### src/hdl/rlsp_pkg.sv
// Shared types, constants and saturation helpers of the RLS predictor.
// Used by the arithmetic unit and the top level; depends on nothing.
`default_nettype none
package rlsp_pkg;

  localparam int SMP_W   = 24;  // samples, Q4.20
  localparam int WGT_W   = 32;  // weights, Q8.24
  localparam int MAT_W   = 40;  // matrix and gain, Q16.24
  localparam int ACC_W   = 48;  // sums and denominator
  localparam int FF_W    = 17;  // forgetting factor, Q1.16
  localparam int RES_W   = 64;  // signed ratio result
  localparam int PROD_W  = 80;  // full product magnitude
  localparam int DIGIT_W = 8;   // multiplier digit per cycle
  localparam int MUL_DIGITS = MAT_W / DIGIT_W;

  localparam logic [FF_W-1:0]         LAM_ONE     = 17'd65536;
  localparam logic signed [MAT_W-1:0] P_ONE       = 40'sd16777216;
  localparam logic signed [WGT_W-1:0] W_ONE       = 32'sd16777216;
  localparam logic signed [WGT_W-1:0] W_TWO       = 32'sd33554432;
  localparam logic signed [WGT_W-1:0] W_MINUS_ONE = -32'sd16777216;
  localparam logic signed [MAT_W-1:0] LAM_SCALE   = 40'sd65536;
  localparam logic [RES_W-1:0]        RATIO_CAP   = 64'h4000_0000_0000_0000;

  typedef enum logic [1:0] {
    RM_SHIFT20 = 2'd0,
    RM_SHIFT24 = 2'd1,
    RM_DIV     = 2'd2
  } ratio_mode_e;

  // One request to the shared product-and-quotient unit.
  typedef struct packed {
    logic signed [MAT_W-1:0] a;
    logic signed [MAT_W-1:0] b;
    logic signed [ACC_W-1:0] d;
    ratio_mode_e             mode;
  } ratio_req_t;

  function automatic logic signed [MAT_W-1:0] sat40(input logic signed [RES_W-1:0] v);
    logic signed [MAT_W-1:0] r;
    if (v > 64'sd549755813887) begin
      r = 40'sh7F_FFFF_FFFF;
    end else if (v < -64'sd549755813888) begin
      r = 40'sh80_0000_0000;
    end else begin
      r = v[MAT_W-1:0];
    end
    return r;
  endfunction

  function automatic logic signed [WGT_W-1:0] sat32(input logic signed [RES_W-1:0] v);
    logic signed [WGT_W-1:0] r;
    if (v > 64'sd2147483647) begin
      r = 32'sh7FFF_FFFF;
    end else if (v < -64'sd2147483648) begin
      r = 32'sh8000_0000;
    end else begin
      r = v[WGT_W-1:0];
    end
    return r;
  endfunction

  function automatic logic signed [SMP_W-1:0] sat24(input logic signed [ACC_W-1:0] v);
    logic signed [SMP_W-1:0] r;
    if (v > 48'sd8388607) begin
      r = 24'sh7F_FFFF;
    end else if (v < -48'sd8388608) begin
      r = 24'sh80_0000;
    end else begin
      r = v[SMP_W-1:0];
    end
    return r;
  endfunction

endpackage
`default_nettype wire

### src/hdl/rlsp_if.sv
// Valid/ready channel interfaces for the sample input and the result output.
// Depends on nothing.
`default_nettype none
interface rlsp_in_if;
  logic               valid;
  logic               ready;
  logic signed [23:0] sample;
  modport source (output valid, output sample, input ready);
  modport sink (input valid, input sample, output ready);
endinterface

interface rlsp_out_if;
  logic               valid;
  logic               ready;
  logic signed [23:0] next_prediction;
  logic signed [23:0] prior_error;
  logic               adapted;
  logic               ready_res;
  modport source (output valid, output next_prediction, output prior_error,
                  output adapted, output ready_res, input ready);
  modport sink (input valid, input next_prediction, input prior_error,
                input adapted, input ready_res, output ready);
endinterface
`default_nettype wire

### src/hdl/rlsp_cell.sv
// One storage cell of a circular chain: loads its neighbor's word on shift.
// Depends on nothing.
`default_nettype none
module rlsp_cell #(
  parameter int              WIDTH   = 8,
  parameter logic [WIDTH-1:0] RST_VAL = '0
) (
  input  wire logic             clk_i,
  input  wire logic             rst_ni,
  input  wire logic             shift_i,
  input  wire logic [WIDTH-1:0] data_i,
  output logic      [WIDTH-1:0] data_o
);

  logic [WIDTH-1:0] data_q, data_d;

  assign data_d = shift_i ? data_i : data_q;
  assign data_o = data_q;

  always_ff @(posedge clk_i or negedge rst_ni) begin
    if (!rst_ni) begin
      data_q <= RST_VAL;
    end else begin
      data_q <= data_d;
    end
  end

endmodule
`default_nettype wire

### src/hdl/rlsp_ratio.sv
// Shared unit for trunc(a*b/d), magnitude limited to 2^62: an 8-bit-digit
// multiplier followed by a restoring divider or a fixed shift. Uses rlsp_pkg.
`default_nettype none
module rlsp_ratio (
  input  wire logic                  clk_i,
  input  wire logic                  rst_ni,
  input  wire logic                  start_i,
  input  wire rlsp_pkg::ratio_req_t  req_i,
  output logic                       done_o,
  output logic signed [rlsp_pkg::RES_W-1:0] res_o
);

  typedef enum logic [3:0] {
    R_IDLE = 4'b0001,
    R_MUL  = 4'b0010,
    R_DIV  = 4'b0100,
    R_FIN  = 4'b1000
  } rat_state_e;

  rat_state_e                         st_q, st_d;
  logic [rlsp_pkg::MAT_W-1:0]         ma_q, ma_d, mb_q, mb_d;
  logic [rlsp_pkg::ACC_W-1:0]         md_q, md_d, rem_q, rem_d;
  logic                               neg_q, neg_d;
  rlsp_pkg::ratio_mode_e              mode_q, mode_d;
  logic [6:0]                         cnt_q, cnt_d;
  logic [rlsp_pkg::PROD_W-1:0]        prod_q, prod_d;

  logic [rlsp_pkg::MAT_W-1:0]         a_mag, b_mag;
  logic [rlsp_pkg::ACC_W-1:0]         d_mag;
  logic [rlsp_pkg::MAT_W+rlsp_pkg::DIGIT_W-1:0] pp;
  logic [rlsp_pkg::PROD_W-1:0]        prod_sum;
  logic [rlsp_pkg::ACC_W:0]           rem_sh;
  logic                               ge;
  logic [rlsp_pkg::RES_W-1:0]         qcap;

  assign a_mag = req_i.a[rlsp_pkg::MAT_W-1] ? rlsp_pkg::MAT_W'(-req_i.a) : req_i.a;
  assign b_mag = req_i.b[rlsp_pkg::MAT_W-1] ? rlsp_pkg::MAT_W'(-req_i.b) : req_i.b;
  assign d_mag = req_i.d[rlsp_pkg::ACC_W-1] ? rlsp_pkg::ACC_W'(-req_i.d) : req_i.d;

  // Digits enter most significant first, so the running sum shifts up a digit.
  assign pp       = ma_q * mb_q[rlsp_pkg::MAT_W-1 -: rlsp_pkg::DIGIT_W];
  assign prod_sum = {prod_q[rlsp_pkg::PROD_W-rlsp_pkg::DIGIT_W-1:0], {rlsp_pkg::DIGIT_W{1'b0}}}
                    + rlsp_pkg::PROD_W'(pp);

  assign rem_sh = {rem_q, prod_q[rlsp_pkg::PROD_W-1]};
  assign ge     = (rem_sh >= {1'b0, md_q});

  assign qcap  = (prod_q > rlsp_pkg::PROD_W'(rlsp_pkg::RATIO_CAP)) ?
                 rlsp_pkg::RATIO_CAP : prod_q[rlsp_pkg::RES_W-1:0];
  assign res_o = neg_q ? -signed'(qcap) : signed'(qcap);
  assign done_o = (st_q == R_FIN);

  always_comb begin
    st_d   = st_q;
    ma_d   = ma_q;
    mb_d   = mb_q;
    md_d   = md_q;
    rem_d  = rem_q;
    neg_d  = neg_q;
    mode_d = mode_q;
    cnt_d  = cnt_q;
    prod_d = prod_q;
    case (st_q)
      R_IDLE: begin
        if (start_i) begin
          ma_d   = a_mag;
          mb_d   = b_mag;
          md_d   = d_mag;
          mode_d = req_i.mode;
          neg_d  = req_i.a[rlsp_pkg::MAT_W-1] ^ req_i.b[rlsp_pkg::MAT_W-1] ^
                   ((req_i.mode == rlsp_pkg::RM_DIV) && req_i.d[rlsp_pkg::ACC_W-1]);
          prod_d = '0;
          cnt_d  = '0;
          st_d   = R_MUL;
        end
      end
      R_MUL: begin
        prod_d = prod_sum;
        mb_d   = mb_q << rlsp_pkg::DIGIT_W;
        cnt_d  = cnt_q + 7'd1;
        if (cnt_q == 7'(rlsp_pkg::MUL_DIGITS - 1)) begin
          cnt_d = '0;
          rem_d = '0;
          case (mode_q)
            rlsp_pkg::RM_DIV: begin
              st_d = R_DIV;
            end
            rlsp_pkg::RM_SHIFT24: begin
              prod_d = prod_sum >> 24;
              st_d   = R_FIN;
            end
            default: begin
              prod_d = prod_sum >> 20;
              st_d   = R_FIN;
            end
          endcase
        end
      end
      R_DIV: begin
        rem_d  = ge ? rlsp_pkg::ACC_W'(rem_sh - {1'b0, md_q}) : rem_sh[rlsp_pkg::ACC_W-1:0];
        prod_d = {prod_q[rlsp_pkg::PROD_W-2:0], ge};
        cnt_d  = cnt_q + 7'd1;
        if (cnt_q == 7'(rlsp_pkg::PROD_W - 1)) begin
          st_d = R_FIN;
        end
      end
      R_FIN: begin
        st_d = R_IDLE;
      end
      default: begin
        st_d = R_IDLE;
      end
    endcase
  end

  always_ff @(posedge clk_i or negedge rst_ni) begin
    if (!rst_ni) begin
      st_q <= R_IDLE;
    end else begin
      st_q <= st_d;
    end
  end

  always_ff @(posedge clk_i) begin
    ma_q   <= ma_d;
    mb_q   <= mb_d;
    md_q   <= md_d;
    rem_q  <= rem_d;
    neg_q  <= neg_d;
    mode_q <= mode_d;
    cnt_q  <= cnt_d;
    prod_q <= prod_d;
  end

endmodule
`default_nettype wire

### src/hdl/rls_adaptive_predictor.sv
// Recursive-least-squares adaptive linear predictor, top level.
// Input channel smp_i carries one Q4.20 sample per item; output channel res_o
// returns one result item per sample: next_prediction, prior_error, adapted
// and ready_res. The user must write the forgetting factor (Q1.16, 65536
// is 1.0) via cfg_we_i/cfg_wdata_i only while the block is idle; unenforced.
// State lives in circular chains of cells (history, weights, gain, and the
// inverse-correlation matrix in row order) that rotate one word per step past
// a single shared product-and-quotient unit.
// While the history fills, an item only shifts its sample into the history;
// the sample that completes the history also forms a prediction. Afterwards
// an item forms the gain, the denominator, the matrix update, the prior error,
// the weights, the history shift and the prediction in turn, all through the
// shared unit, two quotients per matrix entry: by the denominator and lambda.
// One item is in work at a time; smp_i.ready is high only while idle.
// The finished result waits in an output register, so a new sample is taken
// while the receiver stalls; the block then holds before writing the next one.
// Reset: weights to 2.0, -1.0, then zeros (1.0 when ORDER is 1), matrix to
// identity, history empty, forgetting factor 1.0.
`default_nettype none
module rls_adaptive_predictor #(
  parameter int ORDER = 4
) (
  input  wire logic                        clk_i,
  input  wire logic                        rst_ni,
  rlsp_in_if.sink                          smp_i,
  rlsp_out_if.source                       res_o,
  input  wire logic                        cfg_we_i,
  input  wire logic [rlsp_pkg::FF_W-1:0]   cfg_wdata_i
);

  localparam int NP = ORDER * ORDER;
  localparam int IW = (ORDER > 1) ? $clog2(ORDER) : 1;
  localparam int CW = $clog2(2 * ORDER);
  localparam int LW = $clog2(ORDER + 1);
  localparam int KF = (ORDER > 1) ? 1 : 0;

  typedef enum logic [9:0] {
    ST_IDLE = 10'b00_0000_0001,
    ST_K    = 10'b00_0000_0010,
    ST_D    = 10'b00_0000_0100,
    ST_PP1  = 10'b00_0000_1000,
    ST_PP2  = 10'b00_0001_0000,
    ST_PE   = 10'b00_0010_0000,
    ST_PW   = 10'b00_0100_0000,
    ST_PUSH = 10'b00_1000_0000,
    ST_PF   = 10'b01_0000_0000,
    ST_DONE = 10'b10_0000_0000
  } state_e;

  state_e                              state_q, state_d;
  logic                                pending_q, pending_d;
  logic [IW-1:0]                       i_q, i_d, j_q, j_d;
  logic [CW-1:0]                       c_q, c_d;
  logic [LW-1:0]                       loaded_q, loaded_d;
  logic signed [rlsp_pkg::ACC_W-1:0]   acc_q, acc_d, denom_q, denom_d;
  logic signed [rlsp_pkg::MAT_W-1:0]   diff_q, diff_d, ki_q, ki_d, kn_q, kn_d;
  logic signed [rlsp_pkg::SMP_W-1:0]   err_q, err_d, pred_q, pred_d, smp_q, smp_d;
  logic                                adapt_q, adapt_d, rdy_q, rdy_d;
  logic [rlsp_pkg::FF_W-1:0]           ff_q, ff_d, lam;

  logic                                ov_q, ov_d, oad_q, oad_d, ordy_q, ordy_d;
  logic signed [rlsp_pkg::SMP_W-1:0]   onp_q, onp_d, oerr_q, oerr_d;

  // Cell chains.
  logic [rlsp_pkg::MAT_W-1:0]  p_q [NP];
  logic [rlsp_pkg::MAT_W-1:0]  p_nb [NP];
  logic [rlsp_pkg::MAT_W-1:0]  k_q [ORDER];
  logic [rlsp_pkg::MAT_W-1:0]  k_nb [ORDER];
  logic [rlsp_pkg::WGT_W-1:0]  w_q [ORDER];
  logic [rlsp_pkg::WGT_W-1:0]  w_nb [ORDER];
  logic [rlsp_pkg::SMP_W-1:0]  x_q [ORDER];
  logic [rlsp_pkg::SMP_W-1:0]  x_nb [ORDER];
  logic                        p_sh, k_sh, w_sh, x_sh;
  logic [rlsp_pkg::MAT_W-1:0]  p_tail, k_tail;
  logic [rlsp_pkg::WGT_W-1:0]  w_tail;
  logic [rlsp_pkg::SMP_W-1:0]  x_tail;

  logic signed [rlsp_pkg::MAT_W-1:0] p_head, k_head, w_head40, x_head40, err16;
  logic signed [rlsp_pkg::ACC_W-1:0] acc_sum;

  rlsp_pkg::ratio_req_t               req;
  logic                               rat_start, rat_done;
  logic signed [rlsp_pkg::RES_W-1:0]  rat_res;

  for (genvar c = 0; c < NP; c++) begin : g_p
    localparam logic [rlsp_pkg::MAT_W-1:0] RV =
      (c % (ORDER + 1) == 0) ? rlsp_pkg::P_ONE : '0;
    if (c == NP - 1) begin : g_end
      assign p_nb[c] = p_tail;
    end else begin : g_mid
      assign p_nb[c] = p_q[c+1];
    end
    rlsp_cell #(.WIDTH(rlsp_pkg::MAT_W), .RST_VAL(RV)) u_cell (
      .clk_i, .rst_ni, .shift_i(p_sh), .data_i(p_nb[c]), .data_o(p_q[c])
    );
  end

  for (genvar c = 0; c < ORDER; c++) begin : g_v
    localparam logic [rlsp_pkg::WGT_W-1:0] WRV =
      (c == 0) ? ((ORDER == 1) ? rlsp_pkg::W_ONE : rlsp_pkg::W_TWO) :
      ((c == 1) ? rlsp_pkg::W_MINUS_ONE : '0);
    if (c == ORDER - 1) begin : g_end
      assign k_nb[c] = k_tail;
      assign w_nb[c] = w_tail;
      assign x_nb[c] = x_tail;
    end else begin : g_mid
      assign k_nb[c] = k_q[c+1];
      assign w_nb[c] = w_q[c+1];
      assign x_nb[c] = x_q[c+1];
    end
    rlsp_cell #(.WIDTH(rlsp_pkg::MAT_W), .RST_VAL('0)) u_kcell (
      .clk_i, .rst_ni, .shift_i(k_sh), .data_i(k_nb[c]), .data_o(k_q[c])
    );
    rlsp_cell #(.WIDTH(rlsp_pkg::WGT_W), .RST_VAL(WRV)) u_wcell (
      .clk_i, .rst_ni, .shift_i(w_sh), .data_i(w_nb[c]), .data_o(w_q[c])
    );
    rlsp_cell #(.WIDTH(rlsp_pkg::SMP_W), .RST_VAL('0)) u_xcell (
      .clk_i, .rst_ni, .shift_i(x_sh), .data_i(x_nb[c]), .data_o(x_q[c])
    );
  end

  rlsp_ratio u_ratio (
    .clk_i, .rst_ni, .start_i(rat_start), .req_i(req), .done_o(rat_done), .res_o(rat_res)
  );

  assign p_head   = signed'(p_q[0]);
  assign k_head   = signed'(k_q[0]);
  assign w_head40 = {{8{w_q[0][rlsp_pkg::WGT_W-1]}}, w_q[0]};
  assign x_head40 = {{16{x_q[0][rlsp_pkg::SMP_W-1]}}, x_q[0]};
  assign err16    = {{12{err_q[rlsp_pkg::SMP_W-1]}}, err_q, 4'b0000};
  assign acc_sum  = acc_q + rat_res[rlsp_pkg::ACC_W-1:0];

  always_comb begin
    if (ff_q == '0) begin
      lam = rlsp_pkg::FF_W'(1);
    end else if (ff_q > rlsp_pkg::LAM_ONE) begin
      lam = rlsp_pkg::LAM_ONE;
    end else begin
      lam = ff_q;
    end
  end

  assign smp_i.ready           = (state_q == ST_IDLE);
  assign res_o.valid           = ov_q;
  assign res_o.next_prediction = onp_q;
  assign res_o.prior_error     = oerr_q;
  assign res_o.adapted         = oad_q;
  assign res_o.ready_res       = ordy_q;

  always_comb begin
    state_d   = state_q;
    pending_d = pending_q;
    i_d       = i_q;
    j_d       = j_q;
    c_d       = c_q;
    loaded_d  = loaded_q;
    acc_d     = acc_q;
    denom_d   = denom_q;
    diff_d    = diff_q;
    ki_d      = ki_q;
    kn_d      = kn_q;
    err_d     = err_q;
    pred_d    = pred_q;
    smp_d     = smp_q;
    adapt_d   = adapt_q;
    rdy_d     = rdy_q;
    ff_d      = cfg_we_i ? cfg_wdata_i : ff_q;
    ov_d      = (ov_q && res_o.ready) ? 1'b0 : ov_q;
    onp_d     = onp_q;
    oerr_d    = oerr_q;
    oad_d     = oad_q;
    ordy_d    = ordy_q;
    p_sh      = 1'b0;
    k_sh      = 1'b0;
    w_sh      = 1'b0;
    x_sh      = 1'b0;
    p_tail    = p_q[0];
    k_tail    = k_q[0];
    w_tail    = w_q[0];
    x_tail    = x_q[0];
    rat_start = 1'b0;
    req       = '0;
    req.mode  = rlsp_pkg::RM_SHIFT20;

    case (state_q)
      ST_IDLE: begin
        if (smp_i.valid) begin
          smp_d   = smp_i.sample;
          adapt_d = (loaded_q == LW'(ORDER));
          i_d     = '0;
          j_d     = '0;
          c_d     = '0;
          acc_d   = '0;
          err_d   = '0;
          pred_d  = '0;
          state_d = (loaded_q == LW'(ORDER)) ? ST_K : ST_PUSH;
        end
      end
      // Gain vector: k_i = sum over j of P_ij * x_j.
      ST_K: begin
        req.a = p_head;
        req.b = x_head40;
        if (!pending_q) begin
          rat_start = 1'b1;
          pending_d = 1'b1;
        end else if (rat_done) begin
          pending_d = 1'b0;
          acc_d     = acc_sum;
          p_sh      = 1'b1;
          x_sh      = 1'b1;
          if (j_q == IW'(ORDER - 1)) begin
            k_sh   = 1'b1;
            k_tail = rlsp_pkg::sat40({{16{acc_sum[rlsp_pkg::ACC_W-1]}}, acc_sum});
            j_d    = '0;
            acc_d  = '0;
            if (i_q == IW'(ORDER - 1)) begin
              i_d     = '0;
              acc_d   = rlsp_pkg::ACC_W'(lam) << 8;
              state_d = ST_D;
            end else begin
              i_d = i_q + IW'(1);
            end
          end else begin
            j_d = j_q + IW'(1);
          end
        end
      end
      ST_D: begin
        req.a = x_head40;
        req.b = k_head;
        if (!pending_q) begin
          rat_start = 1'b1;
          pending_d = 1'b1;
        end else if (rat_done) begin
          pending_d = 1'b0;
          acc_d     = acc_sum;
          x_sh      = 1'b1;
          k_sh      = 1'b1;
          if (i_q == IW'(ORDER - 1)) begin
            denom_d = (acc_sum == '0) ? rlsp_pkg::ACC_W'(1) : acc_sum;
            // The chain rotates back to k_0 on this edge.
            ki_d    = signed'(k_q[KF]);
            kn_d    = signed'(k_q[KF]);
            i_d     = '0;
            j_d     = '0;
            state_d = ST_PP1;
          end else begin
            i_d = i_q + IW'(1);
          end
        end
      end
      // Matrix entry, first half: P_ij - k_i*k_j/denominator.
      ST_PP1: begin
        req.a    = ki_q;
        req.b    = k_head;
        req.d    = denom_q;
        req.mode = rlsp_pkg::RM_DIV;
        if (!pending_q) begin
          rat_start = 1'b1;
          pending_d = 1'b1;
        end else if (rat_done) begin
          pending_d = 1'b0;
          diff_d    = rlsp_pkg::sat40({{24{p_head[rlsp_pkg::MAT_W-1]}}, p_head} - rat_res);
          // Pick up the gain element for the next row as it passes the head.
          if ({1'b0, j_q} == ({1'b0, i_q} + (IW + 1)'(1))) begin
            kn_d = k_head;
          end
          state_d = ST_PP2;
        end
      end
      // Second half: divide by lambda and write the entry at the tail.
      ST_PP2: begin
        req.a    = diff_q;
        req.b    = rlsp_pkg::LAM_SCALE;
        req.d    = rlsp_pkg::ACC_W'(lam);
        req.mode = rlsp_pkg::RM_DIV;
        if (!pending_q) begin
          rat_start = 1'b1;
          pending_d = 1'b1;
        end else if (rat_done) begin
          pending_d = 1'b0;
          p_sh      = 1'b1;
          p_tail    = rlsp_pkg::sat40(rat_res);
          k_sh      = 1'b1;
          state_d   = ST_PP1;
          if (j_q == IW'(ORDER - 1)) begin
            j_d  = '0;
            ki_d = kn_q;
            if (i_q == IW'(ORDER - 1)) begin
              i_d     = '0;
              acc_d   = '0;
              state_d = ST_PE;
            end else begin
              i_d = i_q + IW'(1);
            end
          end else begin
            j_d = j_q + IW'(1);
          end
        end
      end
      ST_PE, ST_PF: begin
        req.a    = w_head40;
        req.b    = x_head40;
        req.mode = rlsp_pkg::RM_SHIFT24;
        if (!pending_q) begin
          rat_start = 1'b1;
          pending_d = 1'b1;
        end else if (rat_done) begin
          pending_d = 1'b0;
          acc_d     = acc_sum;
          w_sh      = 1'b1;
          x_sh      = 1'b1;
          if (i_q == IW'(ORDER - 1)) begin
            i_d = '0;
            if (state_q == ST_PE) begin
              err_d   = rlsp_pkg::sat24({{24{smp_q[rlsp_pkg::SMP_W-1]}}, smp_q} - acc_sum);
              state_d = ST_PW;
            end else begin
              pred_d  = rlsp_pkg::sat24(acc_sum);
              state_d = ST_DONE;
            end
          end else begin
            i_d = i_q + IW'(1);
          end
        end
      end
      ST_PW: begin
        req.a    = k_head;
        req.b    = err16;
        req.d    = denom_q;
        req.mode = rlsp_pkg::RM_DIV;
        if (!pending_q) begin
          rat_start = 1'b1;
          pending_d = 1'b1;
        end else if (rat_done) begin
          pending_d = 1'b0;
          w_sh      = 1'b1;
          w_tail    = rlsp_pkg::sat32({{32{w_q[0][rlsp_pkg::WGT_W-1]}}, w_q[0]} + rat_res);
          k_sh      = 1'b1;
          if (i_q == IW'(ORDER - 1)) begin
            i_d     = '0;
            c_d     = '0;
            state_d = ST_PUSH;
          end else begin
            i_d = i_q + IW'(1);
          end
        end
      end
      // Bring the oldest sample to the head, drop it for the new one, and
      // rotate the new sample around to the head.
      ST_PUSH: begin
        x_sh = 1'b1;
        if (c_q == CW'(ORDER - 1)) begin
          x_tail = smp_q;
        end
        if (c_q == CW'(2 * ORDER - 2)) begin
          if (loaded_q < LW'(ORDER)) begin
            loaded_d = loaded_q + LW'(1);
          end
          i_d   = '0;
          acc_d = '0;
          if (loaded_q >= LW'(ORDER - 1)) begin
            rdy_d   = 1'b1;
            state_d = ST_PF;
          end else begin
            rdy_d   = 1'b0;
            state_d = ST_DONE;
          end
        end else begin
          c_d = c_q + CW'(1);
        end
      end
      ST_DONE: begin
        if (!ov_q || res_o.ready) begin
          ov_d    = 1'b1;
          onp_d   = pred_q;
          oerr_d  = err_q;
          oad_d   = adapt_q;
          ordy_d  = rdy_q;
          state_d = ST_IDLE;
        end
      end
      default: begin
        state_d = ST_IDLE;
      end
    endcase
  end

  always_ff @(posedge clk_i or negedge rst_ni) begin
    if (!rst_ni) begin
      state_q   <= ST_IDLE;
      pending_q <= 1'b0;
      loaded_q  <= '0;
      ff_q      <= rlsp_pkg::LAM_ONE;
      ov_q      <= 1'b0;
    end else begin
      state_q   <= state_d;
      pending_q <= pending_d;
      loaded_q  <= loaded_d;
      ff_q      <= ff_d;
      ov_q      <= ov_d;
    end
  end

  always_ff @(posedge clk_i) begin
    i_q     <= i_d;
    j_q     <= j_d;
    c_q     <= c_d;
    acc_q   <= acc_d;
    denom_q <= denom_d;
    diff_q  <= diff_d;
    ki_q    <= ki_d;
    kn_q    <= kn_d;
    err_q   <= err_d;
    pred_q  <= pred_d;
    smp_q   <= smp_d;
    adapt_q <= adapt_d;
    rdy_q   <= rdy_d;
    onp_q   <= onp_d;
    oerr_q  <= oerr_d;
    oad_q   <= oad_d;
    ordy_q  <= ordy_d;
  end

endmodule
`default_nettype wire
### src/flat_wrapper.sv
// flat-port wrapper written by rule: the top's interface ports become plain ports
module rls_adaptive_predictor_flat 
#(
  parameter int ORDER = 4
)
  (clk_i, rst_ni, cfg_we_i, cfg_wdata_i, smp_i_valid, smp_i_sample, smp_i_ready, res_o_valid, res_o_next_prediction, res_o_prior_error, res_o_adapted, res_o_ready_res, res_o_ready);
  rlsp_in_if smp_i_i ();
  rlsp_out_if res_o_i ();
  input  wire logic clk_i;
  input  wire logic rst_ni;
  input  wire logic cfg_we_i;
  input  wire logic [rlsp_pkg::FF_W-1:0] cfg_wdata_i;
  input wire logic [$bits(smp_i_i.valid)-1:0] smp_i_valid;
  input wire logic [$bits(smp_i_i.sample)-1:0] smp_i_sample;
  output wire logic [$bits(smp_i_i.ready)-1:0] smp_i_ready;
  output wire logic [$bits(res_o_i.valid)-1:0] res_o_valid;
  output wire logic [$bits(res_o_i.next_prediction)-1:0] res_o_next_prediction;
  output wire logic [$bits(res_o_i.prior_error)-1:0] res_o_prior_error;
  output wire logic [$bits(res_o_i.adapted)-1:0] res_o_adapted;
  output wire logic [$bits(res_o_i.ready_res)-1:0] res_o_ready_res;
  input wire logic [$bits(res_o_i.ready)-1:0] res_o_ready;
  assign smp_i_i.valid = smp_i_valid;
  assign smp_i_i.sample = smp_i_sample;
  assign smp_i_ready = smp_i_i.ready;
  assign res_o_valid = res_o_i.valid;
  assign res_o_next_prediction = res_o_i.next_prediction;
  assign res_o_prior_error = res_o_i.prior_error;
  assign res_o_adapted = res_o_i.adapted;
  assign res_o_ready_res = res_o_i.ready_res;
  assign res_o_i.ready = res_o_ready;
  rls_adaptive_predictor #(.ORDER(ORDER)) u_core (.clk_i(clk_i), .rst_ni(rst_ni), .smp_i(smp_i_i), .res_o(res_o_i), .cfg_we_i(cfg_we_i), .cfg_wdata_i(cfg_wdata_i));
endmodule
### config.mk
export PLATFORM = sky130hd
export DESIGN_NAME = rls_adaptive_predictor_flat
export DESIGN_NICKNAME = d
export VERILOG_FILES = /design/src/hdl/rlsp_pkg.sv /design/src/hdl/rlsp_if.sv /design/src/hdl/rlsp_cell.sv /design/src/hdl/rlsp_ratio.sv /design/src/hdl/rls_adaptive_predictor.sv /design/src/flat_wrapper.sv
export SDC_FILE = /design/constraint.sdc
export NUM_CORES = 2
export LEC_CHECK = 0
export BUFFER_PORTS_ARGS = -buffer_cell sky130_fd_sc_hd__buf_2
export CAP_MARGIN = 20
export CORE_MARGIN = 4
export CORE_UTILIZATION = 65
export CTS_CLUSTER_SIZE = 12
export DETAILED_ROUTE_END_ITERATION = 6
export PLACE_DENSITY = 0.82
export SLEW_MARGIN = 20
export SYNTH_ARGS = -nofsm -noshare
export SYNTH_HDL_FRONTEND = slang
export SYNTH_SLANG_ARGS = --single-unit
### constraint.sdc
create_clock -name clk_i -period 15.1 [get_ports clk_i]
set_clock_uncertainty 0.05 [all_clocks]
set_input_delay 4.53 -clock clk_i [delete_from_list [all_inputs] [get_ports clk_i]]
set_output_delay 4.53 -clock clk_i [all_outputs]
set_load 0.03 [all_outputs]
---- Yosys cells after proc, flatten, opt, wreduce, memory -nomap -nowiden ----
Index checks and enable logic that the tools add are counted.
word-level totals
  bits in registers ....................... 1,673
cells by class
  add/sub/neg operators ................... 16
  multiply operators ...................... 1
  order comparisons ....................... 17
  eq/ne operators ......................... 61
  muxes and demuxes ....................... 150
  bitwise logic cells ..................... 2
  reduce and logical (&&, ||, !) cells .... 46
operators by type and width
  cell                                                              number
  2-to-1 mux 40 bit                                                 23
  2-to-1 mux 48 bit                                                 13
  one-hot mux 80 bit (6 select lines)                               1
  2-to-1 mux 24 bit                                                 15
  one-hot mux 40 bit (2 select lines)                               3
  one-hot mux 48 bit (5 select lines)                               1
  one-hot mux 80 bit (3 select lines)                               1
  2-to-1 mux 10 bit                                                 23
  one-hot mux 48 bit (2 select lines)                               2
  2-to-1 mux 32 bit                                                 5
  2-to-1 mux 80 bit                                                 2
  one-hot mux 80 bit (2 select lines)                               1
  greater-than comparator 64 x 40 -> 1 bit (second input constant)  2
  less-than comparator 64 x 40 -> 1 bit (second input constant)     2
  2-to-1 mux 64 bit                                                 2
  greater-than comparator 48 x 24 -> 1 bit (second input constant)  2
  less-than comparator 48 x 24 -> 1 bit (second input constant)     2
  one-hot mux 24 bit (2 select lines)                               2
  subtractor 48 bit                                                 2
  one-hot mux 10 bit (9 select lines)                               1
  adder 80 x 48 -> 80 bit                                           1
  greater-than comparator 80 x 63 -> 1 bit (second input constant)  1
  negation 40 bit                                                   2
  adder 64 bit                                                      1
  other kinds (80)                                                  183

---- Longest topological paths before layout ----
  depth after elaboration ................. 14
  gate-level depth with buffers ........... 51
  depth with buffers taken out ............ 41

---- Hierarchy ----
Synthesis repeated with hierarchy kept, for this count alone.
second synthesis, totals
  cell total of the unflattened synthesis .. 9,385
  area total of the unflattened synthesis .. 102,343.2 sq um
modules (own cells, without submodules)
  module                                  instances  cells each  area an instance (sq um)  sequential area each (sq um)
  rls_adaptive_predictor                  1          3,784       32,223.4                  11,223.3
  rlsp_ratio                              1          3,445       30,805.8                  8,089.0
  rlsp_cell at u_core.g_p[11].u_cell ...  16         84          1,496.4                   1,001.0
  rlsp_cell at u_core.g_p[0].u_cell ...   4          84          1,497.7                   1,002.2
  rlsp_cell at u_core.g_v[0].u_xcell ...  4          51          997.2                     600.6
  rlsp_cell at u_core.g_v[2].u_wcell ...  2          68          1,345.0                   800.8
  rlsp_cell at u_core.g_v[1].u_wcell      1          68          1,355.0                   810.8
  rlsp_cell at u_core.g_v[0].u_wcell      1          68          1,346.3                   802.0

---- Worst setup path after synthesis ----
Ideal clock, no wire load.
  kind .................................... register -> register
  start point ............................. reg u_core.u_ratio.prod_q[18] in the netlist's numbering
  end point ............................... reg u_core.err_q[18] in the netlist's numbering, data pin
  data arrival time ....................... 10,175 ps
  data required time ...................... 14,796 ps
  path slack .............................. 4,621 ps
  cell stages (with the launch flop) ...... 49
  buffers on the path ..................... 9
  period minus slack after synthesis ...... 10,479 ps
  cells stage by stage .................... edfxtp_1 > buf_2 > nor4_4 > nand3_1 > or4_1 > or3_1 > clkbuf_1 > o31ai_1 > and2_0 > buf_2 > buf_2 > buf_1 > buf_1 > nand2_1 > ha_1 > clkbuf_1 > clkbuf_1 > nor2_1 > [... 13 more ...] > and4_1 > and2_1 > a21oi_1 > o211ai_1 > a21o_1 > o21a_4 > a2111oi_4 > o21ai_2 > maj3_2 > a21o_1 > xor2_1 > or4_1 > or3_1 > nor4_2 > and4b_1 > a41oi_4 > buf_6 > o21a_1
between the ends
  longest elaborated chain between the ends .. 14
  elaborated cells between the ends (all ways) .. 15
RTL lines
  item                                      RTL line                       RTL
  start, declared                           rlsp_ratio.sv:26               logic [rlsp_pkg::PROD_W-1:0] prod_q, prod_d;
  start signal, assigned                    rlsp_ratio.sv:132              prod_q <= prod_d;
  greater-than comparator 80 x 63 -> 1 bit  rlsp_ratio.sv:48               assign qcap = (prod_q > rlsp_pkg::PROD_W'(rlsp_pkg::RATIO_CAP)) ?
  2-to-1 mux 64 bit (*)                     rlsp_ratio.sv:48
  negation 64 bit                           rlsp_ratio.sv:50               assign res_o = neg_q ? -signed'(qcap) : signed'(qcap);
  2-to-1 mux 64 bit (*)                     rlsp_ratio.sv:50
  adder 48 bit (*)                          rls_adaptive_predictor.sv:131  assign acc_sum = acc_q + rat_res[rlsp_pkg::ACC_W-1:0];
  subtractor 48 bit (*)                     rls_adaptive_predictor.sv:316  err_d = rlsp_pkg::sat24({{24{smp_q[rlsp_pkg::SMP_W-1]}}, smp_q} - acc_sum);
  less-than comparator 48 x 24 -> 1 bit     rlsp_pkg.sv:66                 end else if (v < -48'sd8388608) begin
  2-to-1 mux 24 bit                         rlsp_pkg.sv:66
  2-to-1 mux 24 bit (*)                     rlsp_pkg.sv:64                 if (v > 48'sd8388607) begin
  2-to-1 mux 24 bit (*)                     rls_adaptive_predictor.sv:315  if (state_q == ST_PE) begin
  2-to-1 mux 24 bit (*)                     rls_adaptive_predictor.sv:313  if (i_q == IW'(ORDER - 1)) begin
  2-to-1 mux 24 bit (*)                     rls_adaptive_predictor.sv:308  end else if (rat_done) begin
  2-to-1 mux 24 bit (*)                     rls_adaptive_predictor.sv:305  if (!pending_q) begin
  one-hot mux 24 bit (2 select lines) (*)   rls_adaptive_predictor.sv:185  case (state_q)
  end signal, assigned                      rls_adaptive_predictor.sv:414  err_q <= err_d;
  end, declared                             rls_adaptive_predictor.sv:57   logic signed [rlsp_pkg::SMP_W-1:0] err_q, err_d, pred_q, pred_d, smp_q, smp_d;
Mark *: on every way between the ends. The rest lies on a longest branch, timed or not. The select of a mux whose other input is x is not followed.
A chain may end at the register's enable or synchronous reset.

---- Worst setup path after layout ----
  start point ............................. reg u_core.u_ratio.prod_q[2] in the netlist's numbering
  end point ............................... reg u_core.err_q[21] in the netlist's numbering, data pin
The elaborated chain is that of the path after synthesis.

==> out/results.tsv <==
stage	metric	value	unit
status	outcome	complete, but fails checks	
status	failing checks	DRC	
die	Initial Utilization	65.7	%
min_path	hold crit path type	reg2reg	
critical_path	most used cell, CP	a21o_1	
grt	first-pass GRT wire length	488000	µm
grt	pin count of the biggest net entering global routing	263	
synthesis	ys async rst share	63.4	%
timing	Worst slew margin	17.4	%
critical_path	Worst path slowest cell	xnor2_2	
timing	Slew @ Worst Pin	1240	ps
synthesis	syn avg cell area	9.01	µm²
route	Vias	83700	
timing	setup TNS	0	ps
critical_path	largest stage delay on the critical path	620	ps
finish	share of cells above drive strength 1	6.44	%
route	final wirelength	321000	µm
grt	initial antenna violation count	9	
die	core area	150000	µm²
clock_network	post-CTS setup buffer count	0	
clock_network	cts repair resizes	0	
timing	Period Utilization, post-route	77.6	%
synthesis	number of enable flip-flop cells after synthesis	613	
synthesis	Synth top area share	26.4	%
clock_network	clk buf depth	3	
route	Via density	6.46	
die	die height	398	µm
die	Die ar.	158000	µm²
clock_network	CTS tree	built	
power_and_ir_drop	Lkg Pwr	50.1	nW
finish	Layout area overhead	8.08	%
synthesis	sequential area share after synthesis	45.5	%
die	I/O pins	98	
critical_path	Setup crit start	u_core.u_ratio.prod_q[2]	
die	width of the die	398	µm
route	Antenna Nets Post-Route	0	
route	initial DRC count	11300	
clock_network	insertion delay to the later sink of the worst-skew pair	840	ps
clock_network	H-tree lvl count	4	
grt	GR Overflow Total	0	
synthesis	Syn Std Cell Area	98900	µm²
power_and_ir_drop	PD cells	120	nW/µm²
clock_network	root buffer cell	clkbuf_16	
critical_path	Critical Path End Type	register	
critical_path	R2R depth	37	
critical_path	critical-path maximum fanout	48	
synthesis	Synthesized Nets	11600	
synthesis	Synth area leader	dfrtp_1	
power_and_ir_drop	Max IR drop VDD	0.143	mV
critical_path	Setup CP Type	reg2reg	
critical_path	Worst Setup EP	u_core.err_q[21]	
route	Pre-antenna DRT Iters	7	
placed_design	GP Congestion	1.03	
placed_design	detailed placement HPWL	230000	µm
clock_network	# clock sinks	1673	
synthesis	synth unique cells	124	
finish	diodes inserted	0	
placed_design	Port-buffer cells	97	
route	drc violations	17	
critical_path	CP Data Required Time	15590	ps
power_and_ir_drop	Tot Pwr	12.8	mW
synthesis	synth warn	0	
critical_path	Setup crit start kind	register	
timing	minimum clock period	11710	ps
synthesis	post-synthesis register bit count	1673	
route	wire length per cell	24.8	µm
grt	vias in the first global route	81000	
timing	RSZ-0062 raised after global routing	no	
clock_network	CTS buffer count	174	
clock_network	Worst-path clk slew	60	ps
timing	setup violators final	0	
timing	max-slew violations	0	
critical_path	Crit Reg-Reg Endpoint	u_core.err_q[21]	
synthesis	main area contributors after synthesis	dfrtp_1, edfxtp_1, nand2_1, fa_1, ha_1	
grt	GRT Util Overall	40.3	%
critical_path	Worst EP arrival	12210	ps
synthesis	Synth Flop Type	dfrtp_1	
die	Rows	142	
clock_network	CTS hold repair buffers	0	
critical_path	r2r setup slk	3390	ps
critical_path	RR Startpoint	u_core.u_ratio.prod_q[2]	
synthesis	Synth Instances	11000	
run	max_cap viols	0	
timing	f_max	85.4	MHz
finish	Final #Nets	11500	
finish	commonest non-fill, non-tap cell in the layout	nand2_1	
finish	most frequent cells in the layout	nand2_1, dfrtp_1, edfxtp_1	
finish	Fillers	11100	
timing	final hold vios	0	
worst min path at each step:
stage,startpoint,to,slack [ps],cells after the start
finish,u_core.pred_q[14],u_core.res_o.next_prediction[14],370,0
global route,u_core.pred_q[21],u_core.res_o.next_prediction[21],380,0
CTS,u_core.pred_q[14],u_core.res_o.next_prediction[14],370,0
detailed placement,u_core.pred_q[14],u_core.res_o.next_prediction[14],360,0
global placement,u_core.pred_q[7],u_core.res_o.next_prediction[7],360,0
floorplan,u_core.adapt_q,u_core.res_o.adapted,350,0
final cells by class:
cell class	count	area [µm²]	area share [%]
tap	2016	2520	2.36
multi-input combinational	8228	50100	46.9
clock buffer	267	5000	4.68
timing repair buffer	222	1590	1.49
inverter	500	1880	1.76
clock inverter	46	802	0.751
sequential	1673	45000	42.1
layer usage:
layer	part of all wire, %	GRT usage, %	vias to the layer above
met3	11	9.50	986
met5	0.012	0	-
li1	-	-	37000
met1	39	55.6	41000
met4	6.0	20.0	6
met2	44	60.1	4715
critical path, delay by kind of cell (launching register included):
family                   cells  cell delay (ps)
buffers and inverters        2              690
adder cells (fa/ha/maj)      3             1120
AO/OA/AOI/OAI               15             3730
flip-flops                   1              470
AND/OR/NAND/NOR             14             4140
XOR/XNOR                     3             1250
cell families (layout without fill, tap and decap cells):
kind of cell / count (synthesis) / in the layout / synth area share, %
xor gates and xnor gates: 462 / 462 / 4.11
DFF: 1673 / 1673 / 45.5
and+or+nand+nor: 4970 / 4970 / 21.4
AOI/OAI and AO/OA: 2047 / 2047 / 13.6
muxes: 127 / 127 / 1.40
adders and majority gates: 622 / 622 / 9.93
buffers and inverters: 1068 / 1035 / 4.14
registers in the layout, summed over array words and instances (netlist names), 48 cells and up:
name / flops
u_core.acc_q: 48
u_core.u_ratio.md_q: 48
u_core.g_p.u_cell.data_o: 640
u_core.g_v.u_xcell.data_o: 96
u_core.g_v.u_wcell.data_o: 128
u_core.g_v.u_kcell.data_o: 160
u_core.denom_q: 48
u_core.u_ratio.rem_q: 48
u_core.u_ratio.prod_q: 80
report_power, final:
| group | switching, mW | total (mW) | internal (mW) |
|---|---|---|---|
| registers | 0.288 | 5.33 | 5.05 |
| logic | 2.06 | 3.11 | 1.04 |
| clock network | 1.91 | 4.39 | 2.48 |
| total | 4.26 | 12.8 | 8.57 |
through the flow:
step | util (%) | cells | instance area (µm²) | worst slack (ps) | hold slack [ps]
after floorplan | - | 11000 | 98900 | 4620 | 350
after global placement | 67.1 | 12600 | 101000 | 3540 | 356
after detailed placement | 67.1 | 12600 | 101000 | 3700 | 355
after CTS | 70.9 | 12900 | 107000 | 3680 | 366
after global routing | 71.0 | 13000 | 107000 | 2950 | 376
final | 71.0 | 13000 | 107000 | 3390 | 366
synth_stat cells, drive strengths merged, types with 53 or more instances:
cell type  number
a22oi         111
xor2          179
o211ai         58
nor2b          62
edfxtp        613
nand2        3400
o21a           63
a211oi         75
o21ai         463
and3           61
a222oi         63
nand4         108
buf            76
a21o          191
nor4           61
o31ai          60
xnor2         283
o22ai          53
fa            272
nor2          569
nand2b         58
and2          194
inv           496
a21oi         562
clkbuf        492
nand3         145
ha            348
mux2           88
nor3          142
a31oi          56
dfrtp        1044
Power figures use the tool's default switching activity.
